## config.mk

```make
export PLATFORM = sky130hd
export DESIGN_NAME = software_timer_bank_unit
export DESIGN_NICKNAME = d
export VERILOG_FILES = /design/src/stb_pkg.sv /design/src/stb_expiry_unit.sv /design/src/software_timer_bank_unit.sv
export SDC_FILE = /design/constraint.sdc
export NUM_CORES = 1
export LEC_CHECK = 0
export ABC_CLOCK_PERIOD_IN_PS = 10600
export BUFFER_PORTS_ARGS = -buffer_cell sky130_fd_sc_hd__buf_2
export CAP_MARGIN = 10
export CORE_ASPECT_RATIO = 1.4
export CORE_MARGIN = 2
export CORE_UTILIZATION = 50
export DETAILED_ROUTE_END_ITERATION = 7
export GPL_ROUTABILITY_DRIVEN = 0
export GPL_TIMING_DRIVEN = 0
export PLACE_DENSITY = 0.66
export SLEW_MARGIN = 20
export SYNTH_ARGS = -nofsm -noshare
export SYNTH_HDL_FRONTEND = slang
export SYNTH_SLANG_ARGS = --single-unit
```

## constraint.sdc

```tcl
create_clock -name i_clk -period 10.6 [get_ports i_clk]
set_input_delay 1.59 -clock i_clk [delete_from_list [all_inputs] [get_ports i_clk]]
set_output_delay 1.59 -clock i_clk [all_outputs]
set_load 0.005 [all_outputs]
```

## src/stb_pkg.sv

```systemverilog
// Package for the software timer bank: command and result transaction types,
// command codes, the timer expiry result and the uptime constant.
// Depends on nothing; every other file of the block imports it.
package stb_pkg;

    typedef enum logic [2:0] {
        MODE_TICK      = 3'd0,
        MODE_ARM       = 3'd1,
        MODE_DISARM    = 3'd2,
        MODE_TAKE_FLAG = 3'd3,
        MODE_READ_UP   = 3'd4,
        MODE_CLEAR_UP  = 3'd5
    } t_mode;

    localparam logic [9:0] MS_PER_SEC = 10'd1000;
    localparam logic [9:0] MS_LAST    = MS_PER_SEC - 10'd1;

    typedef struct packed {
        logic [2:0]  mode;
        logic [3:0]  timer_index;
        logic [31:0] period;
        logic        periodic;
    } t_in_item;

    typedef struct packed {
        logic        status;
        logic        expired;
        logic [9:0]  milliseconds;
        logic [31:0] seconds;
    } t_out_item;

    typedef struct packed {
        logic [31:0] next_count;
        logic        fire;
        logic        disarm;
    } t_expiry;

endpackage

```

## src/stb_expiry_unit.sv

```systemverilog
// Shared countdown unit of the timer bank: decrements one timer entry and
// decides expiry, reload and disarm. Depends on stb_pkg.
module stb_expiry_unit (
    input  logic [31:0]      i_count,
    input  logic [31:0]      i_period,
    input  logic             i_repeats,
    output stb_pkg::t_expiry o_result
);
    import stb_pkg::*;

    logic [31:0] w_dec;

    assign w_dec = i_count - 32'd1;

    always_comb begin
        o_result.fire       = (w_dec == 32'd0);
        // reload a periodic timer on expiry, else keep the decremented count
        o_result.next_count = (o_result.fire && i_repeats) ? i_period : w_dec;
        o_result.disarm     = o_result.fire && !i_repeats;
    end

endmodule

```

## src/software_timer_bank_unit.sv

```systemverilog
// Top level of the software timer bank: command decode, uptime clock, timer
// memories and the tick sweep sequencer. Depends on stb_pkg, stb_expiry_unit.
//
// Usage:
//   Commands enter on the input channel (i_in_valid / o_in_ready, payload
//   i_in_data) and each produces exactly one result transaction on the output
//   channel (o_out_valid / i_out_ready, payload o_out_data).
//   Arm, disarm, take flag, read uptime, clear uptime and unused codes finish
//   in the accept cycle: the result is registered and shows in the next cycle.
//   A tick also posts its all-zero result in the next cycle, then sweeps the
//   timer memories, one entry per cycle through a registered read stage and
//   the shared countdown unit. A tick holds off further commands until the
//   sweep over the period and count memories has ended.
//   The input is ready only when no sweep runs and the output register is
//   empty or being taken in the same cycle, so a stalled receiver holds the
//   result and holds off further commands; nothing is dropped.
//   Reset (synchronous, active low) disarms all timers, clears flags, modes
//   and uptime at once through per-timer flip-flops; no clearing pass runs.
module software_timer_bank_unit #(
    parameter int TIMERS = 16
) (
    input  logic               i_clk,
    input  logic               i_rst_n,
    input  logic               i_in_valid,
    output logic               o_in_ready,
    input  stb_pkg::t_in_item  i_in_data,
    output logic               o_out_valid,
    input  logic               i_out_ready,
    output stb_pkg::t_out_item o_out_data
);
    import stb_pkg::*;

    localparam int AW = (TIMERS > 1) ? $clog2(TIMERS) : 1;
    localparam int CW = $clog2(TIMERS + 1);

    typedef enum logic {
        ST_IDLE,
        ST_SWEEP
    } t_state;

    t_state r_state;

    // period and count memories; every entry is read in the sweep, only armed ones written back
    logic [31:0] r_mem_period [TIMERS];
    logic [31:0] r_mem_count  [TIMERS];
    logic [31:0] r_per_rd;
    logic [31:0] r_cnt_rd;

    // per-timer control bits in flip-flops, cleared by reset
    logic [TIMERS-1:0] r_armed;
    logic [TIMERS-1:0] r_flag;
    logic [TIMERS-1:0] r_repeats;

    logic [9:0]  r_ms;
    logic [31:0] r_sec;
    logic [9:0]  n_ms;
    logic [31:0] n_sec;

    logic [CW-1:0] r_sweep;
    logic          r_stg_vld;
    logic [AW-1:0] r_stg_idx;

    logic      r_out_valid;
    t_out_item r_out;

    logic      w_accept;
    logic      w_in_range;
    logic [AW-1:0] w_cmd_addr;
    logic      w_arm_ok;
    logic      w_issue;
    logic [AW-1:0] w_rd_addr;
    t_expiry   w_exp;
    t_out_item w_result;

    assign o_in_ready  = (r_state == ST_IDLE) && (!r_out_valid || i_out_ready);
    assign w_accept    = i_in_valid && o_in_ready;
    assign o_out_valid = r_out_valid;
    assign o_out_data  = r_out;

    assign w_in_range = (32'(i_in_data.timer_index) < 32'(TIMERS));
    assign w_cmd_addr = AW'(i_in_data.timer_index);
    assign w_arm_ok   = w_in_range && (i_in_data.period != 32'd0);

    assign w_issue   = (r_state == ST_SWEEP) && (r_sweep < CW'(TIMERS));
    assign w_rd_addr = r_sweep[AW-1:0];

    // advance uptime; wrap milliseconds into seconds
    always_comb begin
        if (r_ms == MS_LAST) begin
            n_ms  = 10'd0;
            n_sec = r_sec + 32'd1;
        end else begin
            n_ms  = r_ms + 10'd1;
            n_sec = r_sec;
        end
    end

    // result of a command, taken in the accept cycle
    always_comb begin
        w_result = '0;
        unique case (i_in_data.mode)
            MODE_ARM:       w_result.status  = !w_arm_ok;
            MODE_TAKE_FLAG: w_result.expired = w_in_range && r_flag[w_cmd_addr];
            MODE_READ_UP: begin
                w_result.milliseconds = r_ms;
                w_result.seconds      = r_sec;
            end
            default: ;
        endcase
    end

    stb_expiry_unit u_expiry (
        .i_count   (r_cnt_rd),
        .i_period  (r_per_rd),
        .i_repeats (r_repeats[r_stg_idx]),
        .o_result  (w_exp)
    );

    // memory read port: one entry per sweep cycle, registered
    always_ff @(posedge i_clk) begin
        if (w_issue) begin
            r_per_rd <= r_mem_period[w_rd_addr];
            r_cnt_rd <= r_mem_count[w_rd_addr];
        end
    end

    // memory write port: arm in idle, countdown write-back during the sweep
    always_ff @(posedge i_clk) begin
        if (w_accept && (i_in_data.mode == MODE_ARM) && w_arm_ok) begin
            r_mem_period[w_cmd_addr] <= i_in_data.period;
            r_mem_count[w_cmd_addr]  <= i_in_data.period;
        end else if (r_stg_vld && r_armed[r_stg_idx]) begin
            r_mem_count[r_stg_idx] <= w_exp.next_count;
        end
    end

    // sequencer, control bits, uptime and output register
    always_ff @(posedge i_clk) begin
        if (!i_rst_n) begin
            r_state     <= ST_IDLE;
            r_armed     <= '0;
            r_flag      <= '0;
            r_repeats   <= '0;
            r_ms        <= '0;
            r_sec       <= '0;
            r_sweep     <= '0;
            r_stg_vld   <= 1'b0;
            r_stg_idx   <= '0;
            r_out_valid <= 1'b0;
        end else begin
            // drop the result once taken, load a new one on accept
            if (w_accept) begin
                r_out_valid <= 1'b1;
                r_out       <= w_result;
            end else if (i_out_ready) begin
                r_out_valid <= 1'b0;
            end

            unique case (r_state)
                ST_IDLE: begin
                    if (w_accept) begin
                        unique case (i_in_data.mode)
                            MODE_TICK: begin
                                r_ms    <= n_ms;
                                r_sec   <= n_sec;
                                r_sweep <= '0;
                                r_state <= ST_SWEEP;
                            end
                            MODE_ARM: begin
                                if (w_arm_ok) begin
                                    r_armed[w_cmd_addr]   <= 1'b1;
                                    r_flag[w_cmd_addr]    <= 1'b0;
                                    r_repeats[w_cmd_addr] <= i_in_data.periodic;
                                end
                            end
                            MODE_DISARM: begin
                                if (w_in_range) begin
                                    r_armed[w_cmd_addr] <= 1'b0;
                                    r_flag[w_cmd_addr]  <= 1'b0;
                                end
                            end
                            MODE_TAKE_FLAG: begin
                                if (w_in_range) begin
                                    r_flag[w_cmd_addr] <= 1'b0;
                                end
                            end
                            MODE_CLEAR_UP: begin
                                r_ms  <= '0;
                                r_sec <= '0;
                            end
                            default: ;
                        endcase
                    end
                end
                ST_SWEEP: begin
                    if (w_issue) begin
                        r_stg_vld <= 1'b1;
                        r_stg_idx <= w_rd_addr;
                        r_sweep   <= CW'(r_sweep + 1'b1);
                    end else begin
                        // last entry writes back this cycle
                        r_stg_vld <= 1'b0;
                        r_state   <= ST_IDLE;
                    end
                end
                default: r_state <= ST_IDLE;
            endcase

            // write back the entry in the stage
            if (r_stg_vld && r_armed[r_stg_idx]) begin
                if (w_exp.fire) begin
                    r_flag[r_stg_idx] <= 1'b1;
                end
                if (w_exp.disarm) begin
                    r_armed[r_stg_idx] <= 1'b0;
                end
            end
        end
    end

`ifndef SYNTHESIS
    a_ready_idle: assert property (@(posedge i_clk) disable iff (!i_rst_n)
        o_in_ready |-> (r_state == ST_IDLE))
        else $error("input ready during a sweep");

    a_stage_in_sweep: assert property (@(posedge i_clk) disable iff (!i_rst_n)
        r_stg_vld |-> (r_state == ST_SWEEP))
        else $error("sweep stage active outside the sweep");

    a_tick_result: assert property (@(posedge i_clk) disable iff (!i_rst_n)
        (w_accept && (i_in_data.mode == MODE_TICK))
        |=> (o_out_valid && (o_out_data == '0) && (r_state == ST_SWEEP)))
        else $error("tick did not post a zero result and start the sweep");

    a_ms_range: assert property (@(posedge i_clk) disable iff (!i_rst_n)
        $past(w_accept) |-> (r_ms < MS_PER_SEC))
        else $error("millisecond count out of range");
`endif

endmodule
```

== Word-level counts from Yosys, hierarchy flattened ==
Memories as Yosys holds them, arrays and structs flattened. A register that Yosys moved wholly into a read port is not among the register bits.
Index checks and enable logic that the tools add are counted.
Operators by class
  add/subtract/negate cells: 4
  multipliers: 0
  div/mod/pow operators: 0
  order comparisons: 5
  equality and inequality tests: 10
  shift-type cells: 0
  multiplexer cells: 48
  bitwise logic cells: 8
  reductions and logical operators: 27
Operators with widths (number)
  2-to-1 mux 16 bit: 12
  2-to-1 mux 32 bit: 3
  one-hot mux 16 bit (2 select lines): 2
  one-hot mux 32 bit (2 select lines): 1
  AND 16 bit: 3
  adder 32 x 1 -> 32 bit (second input constant): 1
  zero test 32 bit: 1
  inverter 16 bit: 2
  bitwise OR 16 bit: 2
  nonzero test 32 bit: 1
  OR reduction 32 bit: 1
  subtractor 32 x 1 -> 32 bit (second input constant): 1
  one-hot mux 10 bit (2 select lines): 1
  bitwise mux 16 bit: 1
  2-to-1 mux 1 bit: 16
  2-to-1 mux 5 bit: 3
  binary-select mux 1 bit (select 4 bit): 3
  adder 10 x 1 -> 10 bit (second input constant): 1
  equality test 10 bit (second input constant): 1
  logical AND 1 bit: 10
  < comparator 4 x 5 -> 1 bit (second input constant): 2
  2-to-1 mux 10 bit: 1
  one-hot mux 5 bit (2 select lines): 1
  demux 1 bit (select 4 bit): 2
  19 further kinds: 30
Storage, ports and cells
  register bits after elaboration: 146
  bits in latches: 0
  memory bits (writable): 1024
  bits in read-only memories: 0
  word-level logic and storage cells: 118
  memories: 2
Memories
  r_mem_count: depth 16, width 32, rd ports 1, clocked after Yosys merged registers in 1, write ports 1, RTL line software_timer_bank_unit.sv:45  | logic [31:0] r_mem_count [TIMERS];
  r_mem_period: depth 16, width 32, rd ports 1, clocked after Yosys merged registers in 1, write ports 1, RTL line software_timer_bank_unit.sv:44  | logic [31:0] r_mem_period [TIMERS];

== Logic depth before layout (Yosys ltp) ==
  depth in word-level cells: 14
  gate-level depth with buffers: 11
  mapped depth without buffers: 9

== By module ==
A second synthesis with hierarchy kept.
Unflattened totals
  cells, all modules: 2543
  area, all modules: 49437.4 um2
By module, submodules not included
  software_timer_bank_unit: times used 1, cells each 2350, area an instance 48124.9 um2, seq. area each 36034.6 um2
  stb_expiry_unit: times used 1, cells each 193, area an instance 1312.5 um2, seq. area each 0.0 um2

== Least setup slack after synthesis ==
OpenSTA, ideal clock, no wires.
  path kind: input port to flip-flop
  start: input i_in_data[21] (netlist bit)
  end: memory r_mem_count[13][0], enable pin
  library setup time: 0.461 ns
  data arrival time: 5.526 ns
  slack: 4.613 ns
  cell stages on the path: 8
  buffers on the path: 2
  path through: nor4_1 -> nand4_1 -> o2111ai_1 -> and2_1 -> buf_2 -> clkbuf_1 -> a21oi_1 -> nor3_1
On the way
  word-level cells in the longest chain between the ends: 6
RTL lines
  start: declaration: RTL line software_timer_bank_unit.sv:26  | input stb_pkg::t_in_item i_in_data,
  nonzero test 32 bit *: RTL line software_timer_bank_unit.sv:82  | assign w_arm_ok = w_in_range && (i_in_data.period != 32'd0);
  logical AND 1 bit *: RTL line software_timer_bank_unit.sv:129  | if (w_accept && (i_in_data.mode == MODE_ARM) && w_arm_ok) begin
  2-to-1 mux 1 bit: RTL line software_timer_bank_unit.sv:129
  2-to-1 mux 1 bit (implied by the code): RTL line software_timer_bank_unit.sv:133  | r_mem_count[r_stg_idx] <= w_exp.next_count;
  OR reduction 32 bit (no line)
  2-to-1 mux 4 bit (no line) / 2-to-1 mux 1 bit (equally long branches)
  end: declaration: RTL line software_timer_bank_unit.sv:45
Mark *: on every way between the ends. The rest lies on a longest branch, timed or not.

== Worst setup path after layout ==
  start: input i_in_data[5] (netlist bit)
  end: memory r_mem_count[1][9], enable pin
Same word-level chain as after synthesis.

==> summary.md <==
| Metric | Value |
|---|---|
| Status | finished clean |
| ANT cells | 0 |
| Number of CTS-inserted buffers | 110 |
| CP Max Fanout | 18 |
| TritonCTS clock tree | yes |
| Fin. Hold Viols | 0 |
| Post-Syn Area | about 0.049 mm² |
| Post-synthesis cell count | 2,447 |
| Worst EP required | around 11 ns |
| CTS Buffer Depth | 3 |
| Post-synthesis area per instance | around 20 µm² |
| DR DRC count | 0 |
| Min-delay worst type | reg -> reg |
| HPWL after detailed placement | a little over 80,000 µm |
| Synth area leaders | edfxtp_1 70%, mux4_2 16%, dfxtp_1 4.2% |
| Die height | roughly 370 µm |
| Count of different cell masters after synthesis | 64 |
| Setup Fix Bufs, Post-CTS | 0 |
| Overall global routing resource usage | about a quarter |
| NumNets Final | about 2,800 |
| Number of global-route vias before repair | 26,603 |
| Critical path arrival | 6.76 ns |
| Clk_lat worst skew | 0.71 ns |
| Setup-failing EPs final | 0 |
| Pwr per Cell Area | 172.0 mW/mm² |
| Max-slew violation count | 0 |
| Leak Pwr | roughly 17 nW |
| Vias/cell | 6.201 |
| Placed instance area | between 0.05 and 0.06 mm² |
| Setup TNS | 0 ns |
| Final period util | approximately three fifths |
| Power Total | around 9.6 mW |
| Layout cells sized above 1 | between 20% and 30% |
| Core area | around 0.096 mm² |
| Routed WL | between 100,000 and 150,000 µm |
| First-pass GRT wire length | between 150,000 and 200,000 µm |
| Initial DRC Count | about 2,600 |
| WP buf/inv | 5 |
| Fin crit period | 6.364 ns |
| Post-route cell area | between 0.05 and 0.06 mm² |
| Crit path launch type | primary input |
| Crit path max-delay family | simple AND/OR/NAND/NOR gates |
| RSZ-0062 raised after global routing | false |
| # port buffers | 84 |
| Share of the synthesized area in the top cell type | 70.05% |
| Sequential area share after synthesis | around three quarters |
| FMAX | ~160 MHz |
| Die area | between 0.09 and 0.1 mm² |
| Number of synthesized register bits | roughly 1,200 |
| Ports | 90 |
| Cell Rows | about 140 |
| Worst path cell trace | buf_2, nor4_1, nand4_1, o2111ai_1, and2_1, buf_2, clkbuf_1, a21oi_1, nor3_2, buf_4, buf_4 |
| Routed len/inst | between 20 and 30 µm |
| Critical path class | in -> reg |
| Slowest CP cell | o2111ai_1 |
| # hold bufs at CTS | 0 |
| VDD IR max | between 0.0001 and 0.00015 V |
| Number of synthesized flops with an enable pin | around 1,100 |
| Critical Path Sink Type | flip-flop |
| Leading cell type in the layout, fill and taps excluded | edfxtp_1 |
| Initial antenna violation count | 3 |
| Clk pin slew, worst setup/hold paths | roughly 0.060 ns |
| Die width | 267.3 µm |
| Max Clock Skew | slightly below 0.03 ns |
| Largest family of logic cells by synthesized area | multiplexers |
| Area Overhead vs Synth | 15.09% |
| Simple-gate share of the synthesized area | under 10% |
| Leading area contributor after synthesis | edfxtp_1 |
| XOR/XNOR share of the synthesized area | under 10% |
| DR pass1 iterations | 7 |
| Post-cts resize count | 0 |
| MaxCap Viol Count | 0 |
| Mux share of post-synthesis cell area | roughly 16% |
| Slew Limit Headroom | roughly 23% |
| Ys flop type | edfxtp_1 |
| Syn nets | around 2,500 |
| Via count | ~26,000 |
| Complex-gate fraction of the synthesized area | ~2.4% |
| Largest net degree at the start of global routing | 43 |
| Most frequent cells in the layout | 1,132 x edfxtp_1, 334 x mux4_2, 125 x nor2_1 |
| Syn. warnings | 0 |
| Slew @ Worst Pin | 1.157 ns |
| # clock sinks | around 1,200 |
| Max incr delay on CP | roughly 1.1 ns |
| H-tree Lvls | 3 |
| Grt ovf | 0 |
| Starting Density | approximately 50% |
| Synth async-reset ratio | 0% |
| Post-Synth Adder-Cell Area | less than 1% |
| Root Buffer | clkbuf_16 |
| Post-route ant nets | 0 |
routing by layer:
layer / part of all wire (%) / track usage (%) / up-vias
met5: 0.023 / 0 / -
met4: 4.9 / 11.49 / 4
met3: 6.2 / 2.949 / 313
met2: 53 / 43.23 / 1229
met1: 36 / 29.47 / 13331
li1: - / - / 10720
layout make-up:
class | instances | area [µm²]
clock buffers | 122 | 2819
plain buffers | 130 | 529.3
repair buffers | 180 | 1669
fillers | 7048 | 40600
clock inverters | 78 | 763.2
multi-input cells | 1069 | 12350
flip-flops and latches | 1234 | 36030
well taps | 1301 | 1628
inverters | 14 | 57.56
cell families after synthesis:
family | after synthesis
flip-flops | 1234
multiplexers | 350
adder cells (fa/ha/maj) | 5
AO/OA/AOI/OAI | 183
AND/OR/NAND/NOR | 473
buffers and inverters | 144
XOR/XNOR | 58
power breakdown:
part | internal [mW] | switching (mW) | leakage, nW
registers | 5.33 | 0.00987 | 11.0
clock network | 2.25 | 1.75 | 1.75
logic | 0.0873 | 0.176 | 4.05
Yosys cell counts (3+ instances only):
library cell  instances
edfxtp_1           1132
mux4_2              334
nor2_1              146
dfxtp_1             102
clkbuf_1             86
nand2_1              61
and2_1               59
a21oi_1              47
nand4_1              47
xnor2_1              33
a31oi_1              32
buf_1                32
nand3_1              30
nor3_1               30
xor2_1               25
o21ai_0              24
nor4_1               20
o21ai_1              17
o211ai_1             16
or3_1                13
inv_1                12
mux2i_1              12
nor2b_1              12
o221ai_1             12
buf_2                11
and3_1                8
nand2b_1              7
o21a_1                6
a211oi_1              5
ha_1                  5
or4_1                 5
a41oi_1               4
nand3b_1              4
nor3_2                4
o31a_1                4
a22oi_1               3
and4_1                3
mux2_2                3
nor3b_1               3
nor4b_1               3
o2111ai_1             3
or2_2                 3
registers in the layout (all words and copies together) (netlist names):
| register | cells |
|---|---|
| r_state | 1 |
| r_stg_vld | 1 |
| r_flag | 16 |
| r_sec | 32 |
| r_mem_count | 512 |
| o_out_valid | 1 |
| o_out_data | 44 |
| r_cnt_rd | 32 |
| r_sweep | 5 |
| r_mem_period | 512 |
| r_armed | 16 |
| r_stg_idx | 4 |
| r_repeats | 16 |
| r_per_rd | 32 |
| r_ms | 10 |
final timing paths:
check	from	endpoint	slack (ns)	cells after the start
worst max-delay path	i_in_data[5]	r_mem_count[1][9]	4.24	11
worst min-delay path	r_stg_vld	r_stg_vld	0.49	2
worst min register to register	r_stg_vld	r_stg_vld	0.49	2
worst max register to register	r_cnt_rd[2]	r_mem_count[4][0]	5.83	9
stage by stage:
stage	worst slack, ns	utilization (%)	hold WS, ns	instances
after floorplan	4.613	-	0.4317	2447
after global placement	-0.5305	52.44	0.4644	3832
after detailed placement	3.363	54.02	0.4788	3927
after CTS	4.086	57.73	0.4906	4127
after global routing	4.229	57.90	0.5168	4128
final	4.236	57.90	0.4881	4128
worst register-to-register path: cells and delay by family, from the launching register on:
family / cells / cell delay, ns
and+or+nand+nor: 5 / 2.18
AOI/OAI and AO/OA: 2 / 1.28
DFF: 1 / 0.41
buffers and inverters: 2 / 0.55
No activity file was read; power rests on OpenSTA's default activity.
